**config.mk**
```make
export PLATFORM = sky130hd
export DESIGN_NAME = fixed_width_bit_packer_unit
export DESIGN_NICKNAME = d
export VERILOG_FILES = /design/src/rtl/fwbp_pkg.sv /design/src/rtl/fwbp_core.sv /design/src/rtl/fwbp_out_reg.sv /design/src/rtl/fixed_width_bit_packer_unit.sv
export SDC_FILE = /design/constraint.sdc
export NUM_CORES = 1
export LEC_CHECK = 0
export ABC_AREA = 1
export BUFFER_PORTS_ARGS = -buffer_cell sky130_fd_sc_hd__buf_2
export CAP_MARGIN = 20
export CELL_PAD_IN_SITES_DETAIL_PLACEMENT = 1
export CELL_PAD_IN_SITES_GLOBAL_PLACEMENT = 2
export CORE_ASPECT_RATIO = 0.5
export CORE_MARGIN = 2
export CORE_UTILIZATION = 35
export DETAILED_ROUTE_END_ITERATION = 7
export GPL_ROUTABILITY_DRIVEN = 0
export GPL_TIMING_DRIVEN = 0
export HOLD_SLACK_MARGIN = 0.12
export PLACE_DENSITY_LB_ADDON = 0.1
export SYNTH_ARGS = -nofsm -noshare
export SYNTH_HDL_FRONTEND = slang
export SYNTH_SLANG_ARGS = --single-unit
```
**constraint.sdc**
```tcl
create_clock -name clk -period 14.7 [get_ports clk]
set_input_delay 2.205 -clock clk [delete_from_list [all_inputs] [get_ports clk]]
set_output_delay 2.205 -clock clk [all_outputs]
set_load 0.005 [all_outputs]
```
**src/rtl/fwbp_pkg.sv**
```systemverilog
package fwbp_pkg;

  localparam int ACC_W      = 24;
  localparam int CNT_W      = 5;
  localparam int WIDTH_W    = 5;
  localparam int CFG_ADDR_W = 1;
  localparam int CFG_DATA_W = 5;

  localparam logic [7:0]         BYTE_MASK   = 8'hFF;
  localparam logic [CNT_W-1:0]   BYTE_BITS   = 5'd8;
  localparam logic [WIDTH_W-1:0] WIDTH_RESET = 5'd16;

  localparam logic [CFG_ADDR_W-1:0] REG_MODE  = 1'd0;
  localparam logic [CFG_ADDR_W-1:0] REG_WIDTH = 1'd1;

  typedef enum logic {
    MODE_PACK   = 1'b0,
    MODE_UNPACK = 1'b1
  } mode_t;

  typedef struct packed {
    logic [15:0] data;
    logic        last;
    logic [2:0]  tail_pad;
  } item_t;

  typedef struct packed {
    logic [15:0] data_res;
    logic        last_res;
  } res_t;

  // Ones in the low n bits of the accumulator.
  function automatic logic [ACC_W-1:0] low_mask(input logic [CNT_W-1:0] n);
    low_mask = ~({ACC_W{1'b1}} << n);
  endfunction

endpackage

```
**src/rtl/fwbp_core.sv**
```systemverilog
module fwbp_core (
  input  logic                          clk,
  input  logic                          rst,
  input  fwbp_pkg::mode_t               mode,
  input  logic [fwbp_pkg::WIDTH_W-1:0]  width,
  input  logic                          clear,
  input  logic                          item_valid,
  input  fwbp_pkg::item_t               item,
  output logic                          item_ready,
  input  logic                          out_free,
  output logic                          emit_valid,
  output fwbp_pkg::res_t                emit_res
);

  logic [fwbp_pkg::ACC_W-1:0] acc, acc_next;
  logic [fwbp_pkg::CNT_W-1:0] cnt, cnt_next;
  logic                       fin, fin_next;

  logic                       pack, w_nz, pend, pend1, full;
  logic [fwbp_pkg::CNT_W-1:0] cnt_e, cnt1, cnt2;
  logic [fwbp_pkg::ACC_W-1:0] acc_e, acc1, acc2, shifted;
  logic [7:0]                 byte_val;
  logic [15:0]                val;

  always_comb begin
    pack = (mode == fwbp_pkg::MODE_PACK);
    w_nz = (width != '0);
    pend = pack ? ((cnt >= fwbp_pkg::BYTE_BITS) || (fin && cnt != '0))
                : (w_nz && cnt >= width);

    // Take one result off the oldest bits of the accumulator.
    full = (cnt >= fwbp_pkg::BYTE_BITS);
    if (full) begin
      byte_val = 8'(acc >> (cnt - fwbp_pkg::BYTE_BITS)) & fwbp_pkg::BYTE_MASK;
    end else begin
      byte_val = 8'(acc << (fwbp_pkg::BYTE_BITS - cnt));
    end
    if (pack) begin
      cnt_e = full ? cnt - fwbp_pkg::BYTE_BITS : '0;
      val   = {8'b0, byte_val};
    end else begin
      cnt_e = cnt - width;
      val   = 16'(acc >> cnt_e) & 16'(fwbp_pkg::low_mask(width));
    end
    acc_e = acc & fwbp_pkg::low_mask(cnt_e);

    emit_valid = pend && out_free;
    acc1 = emit_valid ? acc_e : acc;
    cnt1 = emit_valid ? cnt_e : cnt;
    pend1 = pack ? ((cnt1 >= fwbp_pkg::BYTE_BITS) || (fin && cnt1 != '0))
                 : (w_nz && cnt1 >= width);

    emit_res.data_res = val;
    emit_res.last_res = fin && !pend1;

    // A finished stream with nothing left to send starts afresh.
    if (fin && !pend1) begin
      acc2 = '0;
      cnt2 = '0;
    end else begin
      acc2 = acc1;
      cnt2 = cnt1;
    end

    item_ready = !pend1;

    shifted  = {acc2[15:0], item.data[7:0]};
    acc_next = acc2;
    cnt_next = cnt2;
    fin_next = fin && pend1;
    if (item_valid && item_ready) begin
      fin_next = item.last;
      if (w_nz) begin
        if (pack) begin
          acc_next = (acc2 << width) |
                     ({8'b0, item.data} & fwbp_pkg::low_mask(width));
          cnt_next = cnt2 + width;
        end else if (item.last) begin
          acc_next = shifted >> item.tail_pad;
          cnt_next = cnt2 + fwbp_pkg::BYTE_BITS - {2'b0, item.tail_pad};
        end else begin
          acc_next = shifted;
          cnt_next = cnt2 + fwbp_pkg::BYTE_BITS;
        end
      end
    end
  end

  always_ff @(posedge clk) begin
    if (rst || clear) begin
      acc <= '0;
      cnt <= '0;
      fin <= 1'b0;
    end else begin
      acc <= acc_next;
      cnt <= cnt_next;
      fin <= fin_next;
    end
  end

endmodule

```
**src/rtl/fwbp_out_reg.sv**
```systemverilog
module fwbp_out_reg (
  input  logic           clk,
  input  logic           rst,
  input  logic           emit_valid,
  input  fwbp_pkg::res_t emit_res,
  output logic           out_free,
  output logic           res_valid,
  input  logic           res_ready,
  output fwbp_pkg::res_t res
);

  assign out_free = !res_valid || res_ready;

  always_ff @(posedge clk) begin
    if (rst) begin
      res_valid <= 1'b0;
    end else if (emit_valid) begin
      res_valid <= 1'b1;
    end else if (res_ready) begin
      res_valid <= 1'b0;
    end
  end

  always_ff @(posedge clk) begin
    if (emit_valid) begin
      res <= emit_res;
    end
  end

endmodule

```
**src/rtl/fixed_width_bit_packer_unit.sv**
```systemverilog
// Channel   Direction  Handshake                  Payload
// config    in         cfg_wr_en                  cfg_addr, cfg_wr_data
// item      in         item_valid / item_ready    item (data, last, tail_pad)
// result    out        res_valid / res_ready      res (data_res, last_res)
//
// An item is taken into the accumulator; while the result register is free,
// its results leave one per cycle into that register, so an item giving one
// result sustains one item per cycle; others hold the input to the last result.
// Reset is synchronous and leaves the block in pack mode at width 16.
// A stalled result register stops the draining of the accumulator; items are
// still taken while the accumulator holds no complete result.
module fixed_width_bit_packer_unit #(
  parameter int ELEM_BITS = 16
) (
  input  logic                              clk,
  input  logic                              rst,
  input  logic                              cfg_wr_en,
  input  logic [fwbp_pkg::CFG_ADDR_W-1:0]   cfg_addr,
  input  logic [fwbp_pkg::CFG_DATA_W-1:0]   cfg_wr_data,
  input  logic                              item_valid,
  output logic                              item_ready,
  input  fwbp_pkg::item_t                   item,
  output logic                              res_valid,
  input  logic                              res_ready,
  output fwbp_pkg::res_t                    res
);

  localparam int WIDTH_CAP = (ELEM_BITS < 16) ? ELEM_BITS : 16;

  fwbp_pkg::mode_t                mode;
  logic [fwbp_pkg::WIDTH_W-1:0]   packed_width;
  logic [fwbp_pkg::WIDTH_W-1:0]   eff_width;
  logic                           out_free;
  logic                           emit_valid;
  fwbp_pkg::res_t                 emit_res;

  always_ff @(posedge clk) begin
    if (rst) begin
      mode         <= fwbp_pkg::MODE_PACK;
      packed_width <= fwbp_pkg::WIDTH_RESET;
    end else if (cfg_wr_en) begin
      case (cfg_addr)
        fwbp_pkg::REG_MODE:  mode <= fwbp_pkg::mode_t'(cfg_wr_data[0]);
        fwbp_pkg::REG_WIDTH: packed_width <= cfg_wr_data;
        default: ;
      endcase
    end
  end

  assign eff_width = (packed_width > fwbp_pkg::WIDTH_W'(WIDTH_CAP))
                     ? fwbp_pkg::WIDTH_W'(WIDTH_CAP) : packed_width;

  fwbp_core u_core (
    .clk        (clk),
    .rst        (rst),
    .mode       (mode),
    .width      (eff_width),
    .clear      (cfg_wr_en),
    .item_valid (item_valid),
    .item       (item),
    .item_ready (item_ready),
    .out_free   (out_free),
    .emit_valid (emit_valid),
    .emit_res   (emit_res)
  );

  fwbp_out_reg u_out_reg (
    .clk        (clk),
    .rst        (rst),
    .emit_valid (emit_valid),
    .emit_res   (emit_res),
    .out_free   (out_free),
    .res_valid  (res_valid),
    .res_ready  (res_ready),
    .res        (res)
  );

  // A result is only produced when the result register can take it.
  a_emit_free: assert property (@(posedge clk) disable iff (rst)
    emit_valid |-> out_free)
    else $error("result produced into an occupied result register");

  // A register write empties the accumulator, so the next request is taken.
  a_cfg_clears: assert property (@(posedge clk) disable iff (rst)
    cfg_wr_en |=> item_ready)
    else $error("accumulator not empty after a register write");

  // With no new result the register drains once it is free.
  a_drain: assert property (@(posedge clk) disable iff (rst)
    out_free && !emit_valid |=> !res_valid)
    else $error("result valid without a new result");

endmodule

```
Word-level counts from Yosys, hierarchy flattened. Index checks and enable logic that the tools add are counted.

Mux-type cells: 22. $add $sub $neg: 6. Bitwise gates (word level): 7. Shifts and indexed selects: 7. Order comparisons: 5. Reductions and logical operators: 20.

Operators by type and width (number): 2-to-1 mux 24 bit (6); inverter 24 bit (2); left shift 24 x 5 -> 24 bit (first input constant) (2); 2-to-1 mux 5 bit (9); AND 16 x 24 -> 24 bit (1); AND 24 bit (1); bitwise OR 24 bit (1); left shift 24 x 5 -> 24 bit (1); left shift 24 x 5 -> 8 bit (1); right shift 24 x 3 -> 24 bit (1); right shift 24 x 5 -> 16 bit (1); right shift 24 x 5 -> 8 bit (1); AND 16 bit (1); 2-to-1 mux 8 bit (2); nonzero test 5 bit (3); >= comparator 5 x 4 -> 1 bit (second input constant) (2); >= comparator 5 bit (2); logical AND 1 bit (8); adder 5 x 4 -> 5 bit (second input constant) (1); adder 5 bit (1); greater-than comparator 5 bit (second input constant) (1); 2-to-1 mux 1 bit (5); subtractor 4 x 5 -> 5 bit (first input constant) (1); subtractor 5 x 3 -> 5 bit (1); other kinds (7) (12).

Input bits: 31. Flip-flop bits (word level): 54. Output and inout port bits: 19. Logic and storage cells: 76.

Logic depth before layout (Yosys ltp).
Depth after elaboration: 20. Mapped depth: 38. Mapped depth without buffers: 35.

By module. Synthesis repeated with hierarchy kept, for this count alone.

Cells, all modules: 1470. Area total of the unflattened synthesis: 8172.8 µm².

By module, submodules not included: fwbp_core (instances 1, cells an instance 1407, area each 7350.8 µm²); fwbp_out_reg (instances 1, cells an instance 22, area each 553.0 µm²); fixed_width_bit_packer_unit (instances 1, cells an instance 41, area each 269.0 µm²).

Least setup slack after synthesis. No wires, ideal clock.

Path type: register -> output. From: register packed_width[2] in the netlist's numbering. To: output item_ready. Path buffers: 2. Arrival time: 4086 ps. Setup slack: 8409 ps. Cell stages (with the launch flop): 21. Path through: dfxtp_1 -> inv_1 -> a31oi_1 -> nor2_1 -> clkbuf_1 -> ha_1 -> fa_1 -> clkbuf_1 -> inv_1 -> a22oi_1 -> nand3_1 -> nand2_1 -> inv_1 -> ha_1 -> o21a_1 -> o21a_1 -> o21a_1 -> o21a_1 -> o21ai_0 -> nand2_1 -> inv_2.

Cells in the longest elaborated chain, start to end: 12. Elaborated cells between the ends (all ways): 18.

Ends and longest elaborated chain: start, declared (RTL line fixed_width_bit_packer_unit.sv:31) `logic [fwbp_pkg::WIDTH_W-1:0] packed_width;`; start signal, assigned (RTL line fixed_width_bit_packer_unit.sv:40) `packed_width <= fwbp_pkg::WIDTH_RESET;`; start signal, assigned (RTL line fixed_width_bit_packer_unit.sv:44) `fwbp_pkg::REG_WIDTH: packed_width <= cfg_wr_data;`; greater-than comparator 5 bit (RTL line fixed_width_bit_packer_unit.sv:50) `assign eff_width = (packed_width > fwbp_pkg::WIDTH_W'(WIDTH_CAP))`; 2-to-1 mux 5 bit (*) (RTL line fixed_width_bit_packer_unit.sv:51) `? fwbp_pkg::WIDTH_W'(WIDTH_CAP) : packed_width;`; branches (longest 8 deep; another with >= comparator 5 bit); 2-to-1 mux 1 bit (*) (RTL line fwbp_core.sv:50) `pend1 = pack ? ((cnt1 >= fwbp_pkg::BYTE_BITS) || (fin && cnt1 != '0))`; zero test 1 bit (*) (RTL line fwbp_core.sv:65) `item_ready = !pend1;`; end, declared (RTL line fixed_width_bit_packer_unit.sv:21) `output logic item_ready,`.

Mark *: on every way between the ends.

Final worst setup path.
From: register packed_width[1] in the netlist's numbering. To: output item_ready.

Same word-level chain as after synthesis.

==> results.py <==
metrics = {
    "routing": {
        "num_vias": 10800,
        "wl_met1_um": 20400,
        "ant_nets": 0,
        "routed_wirelength_um": 42000,
        "viasPerCell": 5.98,
        "wl_met2_um": 16500,
        "drt_iter0_drc": 1301,
        "routed.top_layer": "met5",
        "drc": 0,
        "drt-pass1-iter-count": 5,
        "wl_met3_um": 3950,
        "routedWlPerCell_um": 23.3,
    },
    "setup_path": {
        "cp-start-kind": "flip-flop",
        "worstPathMaxFanout": 12,
        "cp-end-kind": "primary output",
        "cp.required_ps": 12490,
        "r2r_setup_slack_ps": 6970,
        "critPathKind": "reg -> out",
        "r2r_start": "packed_width[1]",
        "reg2reg_to": "u_core.cnt[4]",
        "ff2ff_path_depth": 34,
        "arrival_ps": 5820,
    },
    "global_routing": {
        "antenna_found_initial": 2,
        "grt.total_usage_pct": 34.3,
        "grt_pass1_vias": 10300,
        "grt_max_degree": 22,
        "grt-ovfl-total": 0,
        "grt_pass1_wl_um": 62900,
    },
    "die": {
        "die_height_um": 111,
        "fp.dieW_um": 219,
        "die-area_um2": 24300,
        "core_um2": 22700,
        "start_util_pct": 35.5,
        "row_count": 39,
        "io_pins": 50,
    },
    "clocking": {
        "numCtsBuffers": 5,
        "clockBufferDepth": 2,
        "cts.reportedPaths.clkPinSlew_ps": 80,
        "cts_tree": "yes",
        "clock_sinks": 54,
        "post_cts_buffers": 0,
        "ctsHoldBuffers": 0,
        "clock_latency_ps": 320,
        "htreeDepth": 2,
        "cts_resized": 0,
        "cts_root_buf": "clkbuf_16",
    },
    "layout": {
        "multi_input_area_um2": 5870,
        "nFillCells": 3222,
        "layout-drive-gt1-share_pct": 9.85,
        "regArea_um2": 1250,
        "finalInstanceArea_um2": 8840,
        "synthToLayoutAreaGrowth_pct": 9.72,
        "antenna_cells": 0,
        "nets": 1543,
    },
    "power_and_ir_drop": {
        "intPower_mw": 0.694,
        "p_leak_nw": 3.97,
        "vdd_ir_drop_max_v": 0.0000848,
        "p_clk_share_pct": 7.0,
        "pwr-share-seq_pct": 13.4,
        "p_sw_share_pct": 62.5,
        "p_switching_mw": 1.16,
        "pwr-share-comb_pct": 79.6,
        "p_per_area_nw_per_um2": 209,
    },
    "synth": {
        "yosys_warnings": 0,
        "ys_top_cells_by_area": "nand2_1, nand3_1, o21ai_0, dfxtp_1, a21oi_1",
        "syn_area_per_cell_um2": 5.62,
        "syn_nets": 1487,
        "synth_top_cell_by_area": "nand2_1",
        "synth-seq-cells": 54,
        "syn_area_um2": 8060,
        "ys_seq_area_share_pct": 15.5,
        "synth.distinct_cells": 53,
        "yosysTopAreaCellShare_pct": 19.1,
        "syn_inst": 1435,
        "synthFlopType": "dfxtp_1",
        "synthArstFlopShare_pct": 0,
        "synth_edf_count": 17,
    },
    "hold_path": {
        "min_path_type": "reg -> reg",
        "hold_depth": 2,
        "hold_path_end": "packed_width[1]",
        "min_from": "packed_width[1]",
    },
    "sta": {
        "fin_crit_sh_pct": 54.6,
        "slew_headroom_pct": 23.0,
        "clock_skew_ps": 15.1,
        "setup_viol": 0,
        "slew_violations": 0,
        "grt_setup_unrepaired": "no",
        "tns_ps": 0,
        "finalHoldViolations": 0,
        "timing.final.crit_period_ps": 8030,
        "worstMarginPinSlew_ps": 1140,
        "fmax_mhz": 125,
    },
    "placed_design": {
        "place_hpwl_um": 34500,
        "portBuffers": 49,
        "place_area_um2": 8690,
    },
    "run": {
        "maxCapViolations": 0,
    },
    "status": {
        "status": "finished clean",
    },
}
[logic make-up (layout without fill, tap and decap cells)]
family	after synthesis	after routing	synth area share, %
buffers and inverters	232	289	11.6
multiplexers	23	23	2.86
AND/OR/NAND/NOR	738	738	40.1
adder cells (fa/ha/maj)	21	21	3.45
flip-flops	54	54	15.5
AO/OA/AOI/OAI	362	362	25.8
XOR/XNOR	5	5	0.637
[how the worst max path moves through the flow]
stage,cells after the start,to,from,slack (ps)
after global placement,21,item_ready,packed_width[1],7250
after CTS,21,item_ready,packed_width[1],6790
after detailed placement,21,item_ready,packed_width[1],7140
final,21,item_ready,packed_width[1],6670
after floorplan,20,item_ready,packed_width[2],8410
after global routing,21,item_ready,packed_width[1],6390
[metal layers]
metal / vias to the layer above / global-route usage, %
li1: 4960 / -
met1: 5220 / 51.9
met2: 510 / 49.0
met3: 72 / 6.50
met4: 4 / 8.93
met5: - / 0
[cell usage in the layout, fill, tap and decap left out, drive strengths merged, types with 2 or more instances in the layout]
cell type and instances:
nand2 436, nand3 197, o21ai 173, inv 149
a21oi 102, nor2 76, buf 75, clkbuf 61
dfxtp 37, o211ai 36, mux2i 23, ha 19
edfxtp 17, a31oi 10, o221ai 10, nand3b 10
or2 7, nor3 6, nand4 6, o21a 5
a211oi 4, xor2 4, clkinv 4, a2111oi 3
a22oi 3, o21bai 3, o2111ai 2, o311ai 2
o22ai 2, a32o 2, a221oi 2, fa 2
[through the flow]
step                total power, mW  instances  hold WS (ps)  utilization [%]  setup slack [ps]
detailed placement             1.67       1791           583             38.3              7140
CTS                            1.81       1799           605             39.0              6790
global placement               1.63       1791           580             38.3              7250
global route                   2.00       1799           628             39.0              6390
floorplan                      1.21       1435           488                -              8410
finish                         1.85       1799           601             39.0              6670
[synthesized netlist by cell type (all sizes together) (4+ instances only)]
master / count
nand2: 436
a21oi: 102
o221ai: 10
mux2i: 23
buf: 26
ha: 19
a211oi: 4
nor2: 76
nor3: 6
o21a: 5
nand3b: 10
a31oi: 10
edfxtp: 17
o211ai: 36
clkbuf: 56
o21ai: 173
nand3: 197
dfxtp: 37
or2: 7
xor2: 4
nand4: 6
inv: 148
[area by class of cell]
cell class / count / area share (%)
clock buffer: 5 / 1.41
inverter: 150 / 6.45
tap: 307 / 4.34
clock inverter: 3 / 0.325
timing repair buffer: 49 / 2.77
sequential: 54 / 14.1
buffer: 82 / 4.15
multi-input combinational: 1149 / 66.4
[worst max-delay path, stage by stage, from the launching register on]
cell and delay, ps:
dfxtp_1 330, nor2_2 240, a31oi_1 170, nor2_1 430, clkbuf_1 860, ha_1 360
fa_1 170, clkbuf_1 310, inv_1 230, a22oi_1 460, nand3_1 130, nand2_1 120
inv_1 70, ha_1 290, o21a_1 110, o21a_1 160, o21a_1 160, o21a_1 160
o21ai_0 350, nand2_1 170, inv_2 100, buf_2 110
[power groups by stage]
stage | clock network (mW) | registers, mW | logic, mW
finish | 0.130 | 0.247 | 1.47
detailed placement | 0 | 0.249 | 1.42
global route | 0.139 | 0.251 | 1.61
global placement | 0 | 0.248 | 1.39
floorplan | 0 | 0.241 | 0.971
CTS | 0.131 | 0.246 | 1.43
[flip-flops by register name, indices dropped and copies added (netlist names)]
signal / cells
packed_width: 5
mode: 1
u_core.cnt: 5
u_out_reg.res: 17
u_core.fin: 1
u_out_reg.res_valid: 1
u_core.acc: 24
Note: power is estimated with default switching activity, not from simulation.
